[config.mk]
export PLATFORM = sky130hd
export DESIGN_NAME = signed_int_to_decimal_ascii
export DESIGN_NICKNAME = d
export VERILOG_FILES = /design/src/itoa_pkg.sv /design/src/itoa_cell.sv /design/src/signed_int_to_decimal_ascii.sv
export SDC_FILE = /design/constraint.sdc
export NUM_CORES = 1
export LEC_CHECK = 0
export BUFFER_PORTS_ARGS = -buffer_cell sky130_fd_sc_hd__buf_2
export CORE_ASPECT_RATIO = 0.6
export CORE_MARGIN = 2
export CORE_UTILIZATION = 45
export CTS_CLUSTER_DIAMETER = 100
export DETAILED_ROUTE_END_ITERATION = 12
export PLACE_DENSITY = 0.63
export SYNTH_ARGS = -nofsm -noshare
export SYNTH_HDL_FRONTEND = slang
export SYNTH_SLANG_ARGS = --single-unit
[constraint.sdc]
create_clock -name clk -period 3.15 [get_ports clk]
set_clock_uncertainty 0.15 [all_clocks]
set_input_delay 0 -clock clk [delete_from_list [all_inputs] [get_ports clk]]
set_output_delay 0 -clock clk [all_outputs]
set_load 0.005 [all_outputs]
[src/itoa_pkg.sv]
// ----------------------------------------------------------------------------
// itoa_pkg: shared types and constants for the integer-to-decimal converter
// Holds the controller state type, the digit cell operation codes and the
// fixed widths and ASCII codes used by the cells and the top level.
// ----------------------------------------------------------------------------
package itoa_pkg;

  localparam int VALUE_W  = 32;   // input integer width
  localparam int CHAR_W   = 7;    // ASCII code width
  localparam int DIGIT_W  = 4;    // one BCD digit
  localparam int NUM_DIG  = 10;   // decimal digits of a 32-bit magnitude
  localparam int BITCNT_W = 5;    // counts VALUE_W shift steps
  localparam int NDIG_W   = 4;    // holds 0..NUM_DIG

  localparam logic [CHAR_W-1:0] ASCII_ZERO  = 7'd48;
  localparam logic [CHAR_W-1:0] ASCII_MINUS = 7'd45;

  localparam logic [DIGIT_W-1:0] DABBLE_LIMIT = 4'd5;
  localparam logic [DIGIT_W-1:0] DABBLE_ADD   = 4'd3;

  typedef enum logic [2:0] {
    ST_IDLE,
    ST_CONV,
    ST_STRIP,
    ST_SIGN,
    ST_EMIT
  } itoa_state_t;

  typedef enum logic [1:0] {
    CELL_HOLD,
    CELL_CLEAR,
    CELL_DABBLE,
    CELL_DSHIFT
  } itoa_cell_op_t;

endpackage

[src/itoa_cell.sv]
// ----------------------------------------------------------------------------
// itoa_cell: one BCD digit of the conversion chain
// Add-3 adjust and one-bit shift for double dabble; whole-digit shift
// toward the top of the chain when digits are stripped or emitted.
// ----------------------------------------------------------------------------
module itoa_cell (
  input  logic                           clk,
  input  logic                           rst_n,
  input  itoa_pkg::itoa_cell_op_t        op,
  input  logic                           bit_in,
  input  logic [itoa_pkg::DIGIT_W-1:0]   digit_in,
  output logic                           bit_out,
  output logic [itoa_pkg::DIGIT_W-1:0]   digit_q
);
  import itoa_pkg::*;

  logic [DIGIT_W-1:0] digit_r;
  logic [DIGIT_W-1:0] digit_nxt;
  logic [DIGIT_W-1:0] adj;

  // adjusted digit; its top bit carries into the next cell up
  assign adj     = (digit_r >= DABBLE_LIMIT) ? (digit_r + DABBLE_ADD) : digit_r;
  assign bit_out = adj[DIGIT_W-1];
  assign digit_q = digit_r;

  always_comb begin
    case (op)
      CELL_HOLD:   digit_nxt = digit_r;
      CELL_CLEAR:  digit_nxt = '0;
      CELL_DABBLE: digit_nxt = {adj[DIGIT_W-2:0], bit_in};
      CELL_DSHIFT: digit_nxt = digit_in;
      default:     digit_nxt = digit_r;
    endcase
  end

  always_ff @(posedge clk) begin
    if (!rst_n) begin
      digit_r <= '0;
    end else begin
      digit_r <= digit_nxt;
    end
  end

endmodule

[src/signed_int_to_decimal_ascii.sv]
// ----------------------------------------------------------------------------
// signed_int_to_decimal_ascii: 32-bit signed integer to decimal ASCII text
// Flow: a request is taken only in idle, and the block stays busy through
//   the 32 shift steps of the digit chain, the strip phase and the output
//   of the sign, if negative, and the digits, one digit position stripped
//   or emitted per cycle; the next request is taken back in idle.
// Reset: synchronous, active low; returns to idle, nothing kept between
//   requests. Results are strobed one cycle each; the receiver cannot stall.
// ----------------------------------------------------------------------------
//
// Structure
//   - A 32-bit magnitude shift register feeds its MSB into a chain of ten
//     BCD digit cells (double dabble). Each cycle every cell adjusts its own
//     digit (+3 if >= 5) and shifts left one bit, taking its neighbor's
//     carry. No ripple: a cell's carry depends only on its own register.
//   - After 32 steps the chain holds the magnitude in BCD, digit 9 on top.
//   - Leading zeros are stripped by shifting whole digits up the chain, one
//     per cycle, keeping at least one digit.
//   - A '-' goes out first for a negative request, then the top digit is
//     emitted each cycle while the chain shifts up; the final one has last.
//   - Most negative value: two's complement negation gives 0x80000000,
//     which read unsigned is 2147483648, so no special path is needed.
// ----------------------------------------------------------------------------
module signed_int_to_decimal_ascii (
  input  logic                                 clk,
  input  logic                                 rst_n,
  input  logic                                 start,
  output logic                                 busy,
  input  logic signed [itoa_pkg::VALUE_W-1:0]  in_value,
  output logic                                 out_valid,
  output logic [itoa_pkg::CHAR_W-1:0]          out_character,
  output logic                                 out_last
);
  import itoa_pkg::*;

  // controller state
  itoa_state_t state_r, state_nxt;

  // request data and counters
  logic [VALUE_W-1:0]  mag_r, mag_nxt;
  logic                neg_r, neg_nxt;
  logic [BITCNT_W-1:0] bit_cnt_r, bit_cnt_nxt;
  logic [NDIG_W-1:0]   ndig_r, ndig_nxt;   // digits left in the chain

  // digit chain wiring
  itoa_cell_op_t       cell_op;
  logic [DIGIT_W-1:0]  dig   [NUM_DIG];
  logic                carry [NUM_DIG];
  logic [DIGIT_W-1:0]  top_digit;
  logic                accept;
  logic                conv_done;
  logic                lead_zero;       // top digit is a suppressible zero
  logic                final_digit;

  assign accept      = start && (state_r == ST_IDLE);
  assign conv_done   = (bit_cnt_r == BITCNT_W'(VALUE_W - 1));
  assign top_digit   = dig[NUM_DIG-1];
  assign final_digit = (ndig_r == NDIG_W'(1));
  assign lead_zero   = (top_digit == '0) && !final_digit;

  // --------------------------------------------------------------------------
  // Chain of digit cells. Cell 0 takes the magnitude MSB during conversion
  // and a zero digit when the chain shifts up.
  // --------------------------------------------------------------------------
  for (genvar g = 0; g < NUM_DIG; g++) begin : g_cell
    if (g == 0) begin : g_first
      itoa_cell u_cell (
        .clk      (clk),
        .rst_n    (rst_n),
        .op       (cell_op),
        .bit_in   (mag_r[VALUE_W-1]),
        .digit_in ('0),
        .bit_out  (carry[g]),
        .digit_q  (dig[g])
      );
    end else begin : g_rest
      itoa_cell u_cell (
        .clk      (clk),
        .rst_n    (rst_n),
        .op       (cell_op),
        .bit_in   (carry[g-1]),
        .digit_in (dig[g-1]),
        .bit_out  (carry[g]),
        .digit_q  (dig[g])
      );
    end
  end

  // --------------------------------------------------------------------------
  // Next state
  // --------------------------------------------------------------------------
  always_comb begin
    state_nxt = state_r;
    case (state_r)
      ST_IDLE: begin
        if (accept) state_nxt = ST_CONV;
      end
      ST_CONV: begin
        if (conv_done) state_nxt = ST_STRIP;
      end
      ST_STRIP: begin
        if (!lead_zero) state_nxt = neg_r ? ST_SIGN : ST_EMIT;
      end
      ST_SIGN: begin
        state_nxt = ST_EMIT;
      end
      ST_EMIT: begin
        if (final_digit) state_nxt = ST_IDLE;
      end
      default: state_nxt = ST_IDLE;
    endcase
  end

  // --------------------------------------------------------------------------
  // Outputs, cell operation and datapath updates
  // --------------------------------------------------------------------------
  always_comb begin
    cell_op       = CELL_HOLD;
    mag_nxt       = mag_r;
    neg_nxt       = neg_r;
    bit_cnt_nxt   = bit_cnt_r;
    ndig_nxt      = ndig_r;
    busy          = 1'b1;
    out_valid     = 1'b0;
    out_character = ASCII_ZERO + {{(CHAR_W-DIGIT_W){1'b0}}, top_digit};
    out_last      = 1'b0;
    case (state_r)
      ST_IDLE: begin
        busy = 1'b0;
        if (accept) begin
          cell_op     = CELL_CLEAR;
          neg_nxt     = in_value[VALUE_W-1];
          mag_nxt     = in_value[VALUE_W-1] ? (~in_value + VALUE_W'(1)) : in_value;
          bit_cnt_nxt = '0;
          ndig_nxt    = NDIG_W'(NUM_DIG);
        end
      end
      ST_CONV: begin
        cell_op     = CELL_DABBLE;
        mag_nxt     = {mag_r[VALUE_W-2:0], 1'b0};
        bit_cnt_nxt = bit_cnt_r + BITCNT_W'(1);
      end
      ST_STRIP: begin
        if (lead_zero) begin
          cell_op  = CELL_DSHIFT;
          ndig_nxt = ndig_r - NDIG_W'(1);
        end
      end
      ST_SIGN: begin
        out_valid     = 1'b1;
        out_character = ASCII_MINUS;
      end
      ST_EMIT: begin
        out_valid = 1'b1;
        out_last  = final_digit;
        cell_op   = CELL_DSHIFT;
        ndig_nxt  = ndig_r - NDIG_W'(1);
      end
      default: begin
        busy = 1'b1;
      end
    endcase
  end

  always_ff @(posedge clk) begin
    if (!rst_n) begin
      state_r   <= ST_IDLE;
      bit_cnt_r <= '0;
      ndig_r    <= '0;
    end else begin
      state_r   <= state_nxt;
      bit_cnt_r <= bit_cnt_nxt;
      ndig_r    <= ndig_nxt;
    end
  end

  // request payload, no reset needed
  always_ff @(posedge clk) begin
    mag_r <= mag_nxt;
    neg_r <= neg_nxt;
  end

endmodule

; ---- Word level (Yosys, flattened, before mapping)
; Index checks and enable logic that the tools add are counted.
[totals]
output_inout_bits = 10
input_bits = 35
elab_cells = 109
register_bits = 85
[op_classes]
n_eq_ne = 14
reduce_logical = 14
order_cmp = 10
n_addsub = 14
bitwise = 1
n_mux = 41
[op_table]
columns = operator, count
row1 = $pmux 4 s3, 10
row2 = $mux 32, 2
row3 = $pmux 32 s2, 1
row4 = $mux 4, 11
row5 = $ge 4x3->1 const B, 10
row6 = $add 4x2->4 const B, 9
row7 = $add 32x2->32 const B, 1
row8 = $not 32->32, 1
row9 = $mux 3, 6
row10 = $pmux 3 s5, 1
row11 = $ne 2x2->1 const B, 5
row12 = $pmux 5 s2, 1
row13 = $pmux 2 s4, 1
row14 = $pmux 4 s2, 1
row15 = $add 6x4->7 const A, 1
row16 = $mux 7, 1
row17 = $eq 3x2->1 const B, 2
row18 = $add 5x1->5 const B, 1
row19 = $eq 5x5->1 const B, 1
row20 = $mux 5, 1
row21 = $eq 2x2->1 const B, 2
row22 = $eq 4x1->1 const B, 1
row23 = $logic_not 4->1, 1
row24 = $mux 1, 4
row25 = other kinds (16), 19

; ---- Depth between registers and ports, before layout
; Gate-level depths: netlist of the first run.
[logic_depth]
word_depth = 8
ltp_mapped = 9
mapped_depth_nobuf = 7

; ---- Cells and area by module
; From an unflattened synthesis of the first run, not the netlist that was laid out.
[hier_totals]
hier_cells = 646
hier_area_um2 = 5710.5
[by_module_without_submodules]
columns = module, seq_area_each_um2, area_each_um2, instances, cells_each
row1 = signed_int_to_decimal_ascii, 1231.2, 2882.8, 1, 306
row2 = itoa_cell, 80.1, 282.8, 10, 34

; ---- Least setup slack after synthesis of the first run
; Ideal clock, no wire load.
[synth_path]
path_kind = reg-to-reg
start = register state_r[0]
end = register mag_r[0] (enable)
setup_slack_ns = 0.732
synth_period_minus_slack_ns = 2.418
setup_ns = 0.387
path_stages_with_launch = 6
t_arrival_ns = 1.881
t_required_ns = 2.613
n_path_buf = 2
path_cell_list = dfxtp_1 -> clkbuf_1 -> nor3b_1 -> buf_2 -> a21oi_1 -> inv_1
[synth_via]
elab_chain_cells = 4
word_cells_on_any_way = 6
cone_classes = 2 x eq/ne / 4 x reduce/logical
[synth_lines]
columns = item, line_no
row1 = start: declaration, signed_int_to_decimal_ascii.sv:37  ; itoa_state_t state_r, state_nxt;
row2 = start signal: assignment, signed_int_to_decimal_ascii.sv:171  ; state_r <= state_nxt;
row3 = $logic_not 3->1, "signed_int_to_decimal_ascii.sv:55, signed_int_to_decimal_ascii.sv:127"
row4 = $logic_and 1x1->1, signed_int_to_decimal_ascii.sv:55  ; assign accept = start && (state_r == ST_IDLE);
row5 = $ne 2x2->1 (no line), -
row6 = $reduce_and 2->1 (no line) *, -
row7 = end signal: assignment, signed_int_to_decimal_ascii.sv:179  ; mag_r <= mag_nxt;
row8 = end: declaration, signed_int_to_decimal_ascii.sv:40  ; logic [VALUE_W-1:0] mag_r, mag_nxt;
; Mark *: on every way between the ends. The rest lies on a longest branch, timed or not.
; A chain may end at the register's enable or synchronous reset.

; ---- Worst setup path after layout of the first run
[layout_path]
start = register ndig_r[0]
end = register g_cell[2].g_rest.u_cell.digit_r[2]
[layout_via]
elab_chain_cells = 7
word_cells_on_any_way = 10
cone_classes = 4 x eq/ne / 3 x mux / 3 x reduce/logical
[layout_lines]
columns = item, line_no
row1 = start: declaration, signed_int_to_decimal_ascii.sv:43  ; logic [NDIG_W-1:0] ndig_r, ndig_nxt;
row2 = start signal: assignment, signed_int_to_decimal_ascii.sv:173  ; ndig_r <= ndig_nxt;
row3 = $eq 4x1->1 *, signed_int_to_decimal_ascii.sv:58  ; assign final_digit = (ndig_r == NDIG_W'(1));
row4 = $logic_not 1->1 *, signed_int_to_decimal_ascii.sv:59  ; assign lead_zero = (top_digit == '0) && !final_digit;
row5 = $logic_and 1x1->1 *, signed_int_to_decimal_ascii.sv:59
row6 = $mux 2 *, signed_int_to_decimal_ascii.sv:144  ; if (lead_zero) begin
row7 = $pmux 2 s4 *, signed_int_to_decimal_ascii.sv:127  ; case (state_r)
row8 = $eq 2x2->1 or $eq 2x1->1 (tied branches), itoa_cell.sv:27  ; case (op)
row9 = $pmux 4 s3, itoa_cell.sv:27
row10 = end signal: assignment, itoa_cell.sv:40  ; digit_r <= digit_nxt;
row11 = end: declaration, itoa_cell.sv:17  ; logic [DIGIT_W-1:0] digit_r;
; Marked as above.

==> key figures, run 1 <==
Finish
  – Share of layout cells above drive strength 1: between 10% and 20%
  – Design area: 0.006186 mm2
  – Layout area overhead: 17.21%
  – Final nets: about 700
  – Antenna diodes: 0

Route
  – Detailed-router iteration count before antenna repair: 5
  – First DRT Iteration DRCs: 260
  – Vias: about 4500
  – # DRC: 0
  – Final WL: around 12000 um
  – Vias per cell: approximately 5.5
  – Routed len/inst: 15.01 um
  – ANT nets after route: 0

STA
  – Final Hold Fails: 0
  – Fin. max-slew vios: 0
  – Setup TNS: 0 ps
  – Worst-margin pin slew: about 1200 ps
  – Final Cycle Share: between 80% and 90%
  – Final worst path period need: 2715 ps
  – Final Setup Violations: 0
  – Max-slew headroom: between 15 and 20%
  – Fmax: around 0.37 GHz
  – Unrepaired setup endpoints after global routing: no

Global route
  – Global-route wire length before repair: between 20000 and 25000 um
  – M2 GR Usage: 31.99%
  – Grt met3 use: under 10%
  – Largest net degree at the start of global routing: 34
  – Total global-route track usage: between 20% and 30%
  – Met1 Use GR: a little under a third
  – Global route hottest layer: met2
  – Number of global-route vias before repair: roughly 4200
  – GRT Residual Overflow: 0
  – Initial antenna violation count: 0

Die
  – Core Region: between 0.01 and 0.015 mm2
  – Die W: roughly 140 um
  – I/O pin count: 45
  – Die ar.: 0.01264 mm2
  – Die Span Y: approximately 88 um
  – # rows: 30
  – Starting Density: approximately 46%

Yosys
  – Largest family of logic cells by synthesized area: compound AO/OA/AOI/OAI gates
  – Post-Synth Adder-Cell Area: 6.164%
  – Simple-gate share of the synthesized area: 19.89%
  – Syn_area_per_cell: 8.781 um2
  – Top cells by area, synth: dfxtp_1 (20%), edfxtp_1 (19%), ha_1 (6.2%)
  – Post-synth EDFFs: 33
  – Synth area leader: dfxtp_1
  – Multiplexer share of the synthesized area: around 1.2%
  – Synth Area in Compound Gates: 22.50%
  – Post-synthesis instance area: about 0.0053 mm2
  – Yosys Warn Count: 0
  – Top cell type's share of synthesized area: around a fifth
  – Main synth FF type: dfxtp_1
  – Unique masters post-synth: 55
  – Register bit count reported by yosys: 85
  – Cells after Synth: roughly 600
  – Mapped Nets: ~660
  – Register area share after synthesis: 38.50%
  – Async set or reset register ratio after synthesis: 0%
  – Xor/xnor cell area share of the yosys netlist: 6.970%

Critical path
  – Crit-path max FO: 18
  – Reg-to-reg setup timing slack: approximately 430 ps
  – CP max stage delay: about 920 ps
  – Crit path from: ndig_r[0]
  – RR Startpoint: ndig_r[0]
  – CP arrival: about 2900 ps
  – Slowest stage cell, crit path: nor2_1
  – Critical-path cell list: ha_1 > or3b_2 > nand3_1 > nand2_1 > nor2_1 > a221o_1
  – R2r worst-path depth: 6
  – CP Class: reg2reg
  – Critical path endpoint category: flip-flop
  – Startpoint types: flip-flop
  – CP required: between 3000 and 4000 ps
  – R2r endpoint: g_cell[2].g_rest.u_cell.digit_q[2]

Hold path
  – Hold depth: 3
  – WHS Endpoint: mag_r[21]
  – Hold wc startpoint: in_value[21]
  – Type of the tightest min-delay check: in2reg

Clock network
  – CTS root buffer: clkbuf_16
  – # clock sinks: 85
  – Post-CTS Setup Bufs: 0
  – TritonCTS clock tree: done
  – Cts bufs inserted: 9
  – Clock tree buffer depth: 2
  – Worst-path clk slew: 60 ps
  – Worst-Skew Late Latency: 340 ps
  – Htree depth: 3

Run
  – Maximum capacitance violations: 0

Placement
  – Port Buffer Count: 42
  – RD Place Congestion: 0.8411
  – HPWL Detailed: between 8000 and 9000 um
  – Post-DP Area: 0.005608 mm2

Pwr
  – Switching part of the total: 36.37%
  – Power per cell area: ~630 mW/mm2
  – Combinational share of power: 31.2%
  – Seq pwr share: between 40% and 50%
  – Internal: around 2.5 mW
  – Clock power frac: 25.6%
  – Peak supply drop: 0.4560 mV
  – P_leak: 2.271 nW
  – Switching pwr: 1.409 mW

Outcome
  – Status: complete, no violations
-- kinds of logic after synthesis --
| logic type | count (synthesis) |
|---|---|
| compound gates | 170 |
| xor+xnor | 42 |
| fa+ha+maj | 26 |
| buf+inv | 61 |
| flops | 85 |
| mux | 6 |
| other cells | 2 |
| simple gates | 209 |
-- per-stage QoR --
| stage | hold WS, ps | std cells | power (mW) | setup slack, ps | util, % |
|---|---|---|---|---|---|
| after detailed placement | 230.5 | 777 | 2.879 | 453.1 | 49.31 |
| after global routing | 30.09 | 823 | 4.137 | 155.4 | 54.39 |
| after CTS | 0.06328 | 823 | 3.905 | 431.5 | 54.39 |
| after global placement | 220.8 | 777 | 2.841 | 547.2 | 49.31 |
| final | 7.537 | 823 | 3.873 | 434.7 | 54.39 |
| after floorplan | -51.13 | 601 | 2.503 | 731.7 | - |
-- metal layers --
| metal | part of all wire [%] | wire length, um |
|---|---|---|
| met3 | 3.6 | 443 |
| met4 | 0.51 | 63 |
| met5 | 0 | 0 |
| met2 | 42 | 5158 |
| met1 | 54 | 6686 |
-- cell type report --
type,count,area (um2)
Tap cell,160,200.2
Multi-Input combinational cell,455,3012
Clock inverter,6,48.80
Sequential cell,85,2032
Timing Repair Buffer,78,555.5
Inverter,29,108.9
Clock buffer,10,229.0
Fill cell,1064,5187
-- how the worst max path moves through the flow --
stage | end | slack [ps]
floorplan | mag_r[0] | 730
global route | g_cell[3].g_rest.u_cell.digit_q[1] | 160
finish | g_cell[2].g_rest.u_cell.digit_q[2] | 430
CTS | g_cell[2].g_rest.u_cell.digit_q[2] | 430
detailed placement | g_cell[3].g_rest.u_cell.digit_q[0] | 450
global placement | g_cell[3].g_rest.u_cell.digit_q[0] | 550
-- cell usage in the layout (no fill, tap or decap), types with 3 or more instances in the layout --
cell           count
inv_1             29
edfxtp_1          33
buf_2             42
o21ai_0           50
a22oi_1           16
xor2_1            28
a21oi_1           29
dfxtp_1           52
nand3_1            4
o41ai_1            6
a221oi_1          10
a21boi_0          11
xnor2_1           14
a211oi_1          11
clkbuf_16          9
nand2b_1          23
ha_1              26
nor4_1             4
or3_1              5
nor2b_1           25
buf_4              6
nor3_1             7
a221o_1           16
nand2_1           78
mux2i_1            4
and2_1             3
dlygate4sd3_1     30
o31ai_1            6
nor2_1            37
-- registers in the layout (all words and copies together), names as in the netlist --
register	flops
neg_r	1
bit_cnt_r	5
g_cell.g_first.u_cell.digit_q	4
g_cell.g_rest.u_cell.digit_q	36
ndig_r	4
state_r	3
mag_r	32
-- critical path: cells and delay by family, from the launching register on --
family                     cells  cell delay [ps]
AOI/OAI and AO/OA              1              300
adders and majority gates      1              160
DFF                            1              390
and+or+nand+nor                4             1660
-- cell usage after synthesis (all sizes together) (3+ instances only) --
master	instances
or3	6
nor2	37
buf	14
a22oi	16
o21ai	51
nor4	4
dfxtp	52
o41ai	9
clkbuf	18
nor3	7
a221o	16
o31ai	6
a21oi	29
nand3	4
a21boi	11
ha	26
xor2	28
or4	4
nor2b	25
nor3b	3
xnor2	14
a221oi	10
and2	3
nand2	78
nand2b	23
inv	29
mux2i	4
a211oi	11
edfxtp	33
-- power groups by stage --
stage | Sequential, mW | Combinational (mW) | Clock (mW)
finish | 1.67 | 1.21 | 0.991
global route | 1.71 | 1.37 | 1.06
CTS | 1.68 | 1.22 | 1.01
detailed placement | 1.70 | 1.18 | 0
global placement | 1.68 | 1.16 | 0
floorplan | 1.64 | 0.865 | 0
-- what timing repair did --
| action | in CTS | in global routing |
|---|---|---|
| hold endpoints to repair | 38 | 0 |
| hold buffers | 30 | 0 |
| resized for setup | 0 | 0 |
No activity file was read; power rests on OpenSTA's default activity.
==> run 2: changes to the inputs <==
--- a/config.mk
+++ b/config.mk
@@ -11,7 +11,8 @@
 export CORE_UTILIZATION = 45
 export CTS_CLUSTER_DIAMETER = 100
 export DETAILED_ROUTE_END_ITERATION = 12
-export PLACE_DENSITY = 0.63
+export PLACE_DENSITY_LB_ADDON = 0.15
+export RECOVER_POWER = 25
 export SYNTH_ARGS = -nofsm -noshare
 export SYNTH_HDL_FRONTEND = slang
 export SYNTH_SLANG_ARGS = --single-unit
==> key figures, run 2 (same netlist as run 1, synthesis figures left out) <==
Route
  – M1 WL: 6550 um (-2.0%)
  – ANT nets after route: 0 (unchanged)
  – First DRT Iteration DRCs: 356 (+37%)
  – Detailed-router iteration count before antenna repair: 5 (unchanged)
  – Vias per cell: 5.410 (-0.81%)
  – # DRC: 0 (unchanged)
  – WL met2: 4866 um (-5.7%)
  – Uppermost layer routed: met4
  – Final WL: 12160 um (-1.6%)
  – Vias: 4458 (-0.69%)
  – WL met3: 643 um (+45%)
  – Routed len/inst: 14.75 um (-1.7%)

Clock network
  – Worst-Skew Late Latency: 340 ps (about the same)
  – TritonCTS clock tree: done
  – Htree depth: 3 (unchanged)
  – Post-CTS Resized: 0 (unchanged)
  – Clock tree buffer depth: 2 (unchanged)
  – Worst-path clk slew: 70 ps (about the same)
  – Cts bufs inserted: 9 (unchanged)
  – # clock sinks: 85 (unchanged)
  – CTS root buffer: clkbuf_16

Die
  – I/O pin count: 45 (unchanged)
  – Die ar.: 0.01264 mm2 (unchanged)
  – Starting Density: 46.40% (unchanged)
  – Die Span Y: 87.89 um (unchanged)
  – # rows: 30 (unchanged)
  – Die W: 143.8 um (unchanged)
  – Core Region: 0.01137 mm2 (unchanged)

Finish
  – Most common cell after layout, fill and taps aside: nand2_1
  – Most frequent cells in the layout: nand2_1 (78), dfxtp_1 (52), o21ai_0 (50)
  – Register area: 0.002032 mm2 (unchanged)
  – Area of the multi-input gates: 0.003007 mm2 (-0.17%)
  – Finished Layout Cells: 824 (+0.12%)
  – Share of layout cells above drive strength 1: 10.69% (-1.1 points)
  – Antenna diodes: 0 (unchanged)
  – Final core utilization: 54.87% (+0.48 points)
  – Layout area overhead: 18.26%
  – Design area: 0.006241 mm2 (+0.89%)
  – Largest register FFs: 36 (unchanged)
  – # fillers: 1055 (-0.85%)
  – Final nets: 720 (+0.14%)

Placement
  – Post-DP Area: 0.005608 mm2 (unchanged)
  – RD Place Congestion: 0.8219 (-2.3%)
  – Port Buffer Count: 42 (unchanged)
  – HPWL Detailed: 8297 um (-3.8%)
  – Placed insts: 777 (unchanged)

Pwr
  – P_leak: 2.282 nW (+0.45%)
  – Power per cell area: 657.0 mW/mm2 (+4.9%)
  – Pwr Total: 4.100 mW (+5.9%)
  – Peak supply drop: 0.3305 mV (-28%)

Critical path
  – CP required: 3280 ps (about the same)
  – Critical path endpoint category: flip-flop
  – Crit-path max FO: 18 (unchanged)
  – Startpoint types: flip-flop
  – CP Class: reg2reg
  – CP arrival: 2860 ps (about the same)

STA
  – Max-slew headroom: 4.605% (-12 points)
  – Fin. max-slew vios: 0 (unchanged)
  – Final Setup Violations: 0 (unchanged)
  – Worst-margin pin slew: 1431 ps (+185.3 ps)
  – Unrepaired setup endpoints after global routing: no
  – Setup TNS: 0 ps (unchanged)
  – Final Hold Fails: 0 (unchanged)
  – Fmax: 0.3667 GHz (-0.43%)
  – Final Cycle Share: 86.57% (+0.37 points)
  – Final worst path period need: 2727 ps (+11.64 ps)

Run
  – Maximum capacitance violations: 0 (unchanged)

Global route
  – Global-route wire length before repair: 20130 um (-2.4%)
  – GRT Residual Overflow: 0 (unchanged)
  – Number of global-route vias before repair: 4031 (-4.2%)
  – Initial antenna violation count: 0 (unchanged)
  – Total global-route track usage: 20.25% (-0.52 points)
  – Largest net degree at the start of global routing: 37 (+8.8%)

Hold path
  – Type of the tightest min-delay check: in2reg

Outcome
  – Status: complete, no violations
## run 2: worst paths after layout
check	cells past startpoint	from	endpoint	slack, ps
worst max-delay path	6	ndig_r[0]	g_cell[7].g_rest.u_cell.digit_q[2]	420
worst min-delay path	3	in_value[16]	mag_r[16]	7
worst max register to register	6	ndig_r[0]	g_cell[7].g_rest.u_cell.digit_q[2]	420
worst min register to register	1	bit_cnt_r[3]	bit_cnt_r[3]	340
## run 2: per-stage QoR
stage | hold slack, ps | setup slack (ps)
final | 7.437 | 423.0
after global routing | 79.62 | 81.79
after CTS | 14.64 | 403.7
after detailed placement | 212.3 | 417.4
after global placement | 208.2 | 523.0
after floorplan | -51.13 | 731.7
## run 2: repair_timing
action                    in CTS  in global routing
setup buffers                  0                  0
hold endpoints to repair      35                  0
hold buffers                  31                  0
## run 2: worst max-delay path, stage by stage (launching register included)
cell,delay [ps]
dfxtp_1,390
ha_1,170
or3b_2,520
nand3_1,150
nand2_1,90
nor2_1,890
a221o_1,300
## run 2: routing by layer
metal  vias to the layer above  GRT usage [%]
met4                         0          4.902
met2                       103          28.53
met1                      2075          31.02
met5                         -              0
met3                         7          4.757
li1                       2273              -
## run 2: report_power, final
| group | internal [mW] | switching [mW] | total (mW) | leakage, nW |
|---|---|---|---|---|
| clock network | 0.777 | 0.441 | 1.22 | 0.163 |
| registers | 1.54 | 0.130 | 1.67 | 0.743 |
| logic | 0.379 | 0.832 | 1.21 | 1.38 |
## run 2: area by class of cell
class	count	area share (%)
clock inverter	6	1.784
timing repair buffer	79	8.861
clock buffer	10	3.669
sequential	85	32.56
inverter	29	1.744
tap	160	3.208
multi-input combinational	455	48.18
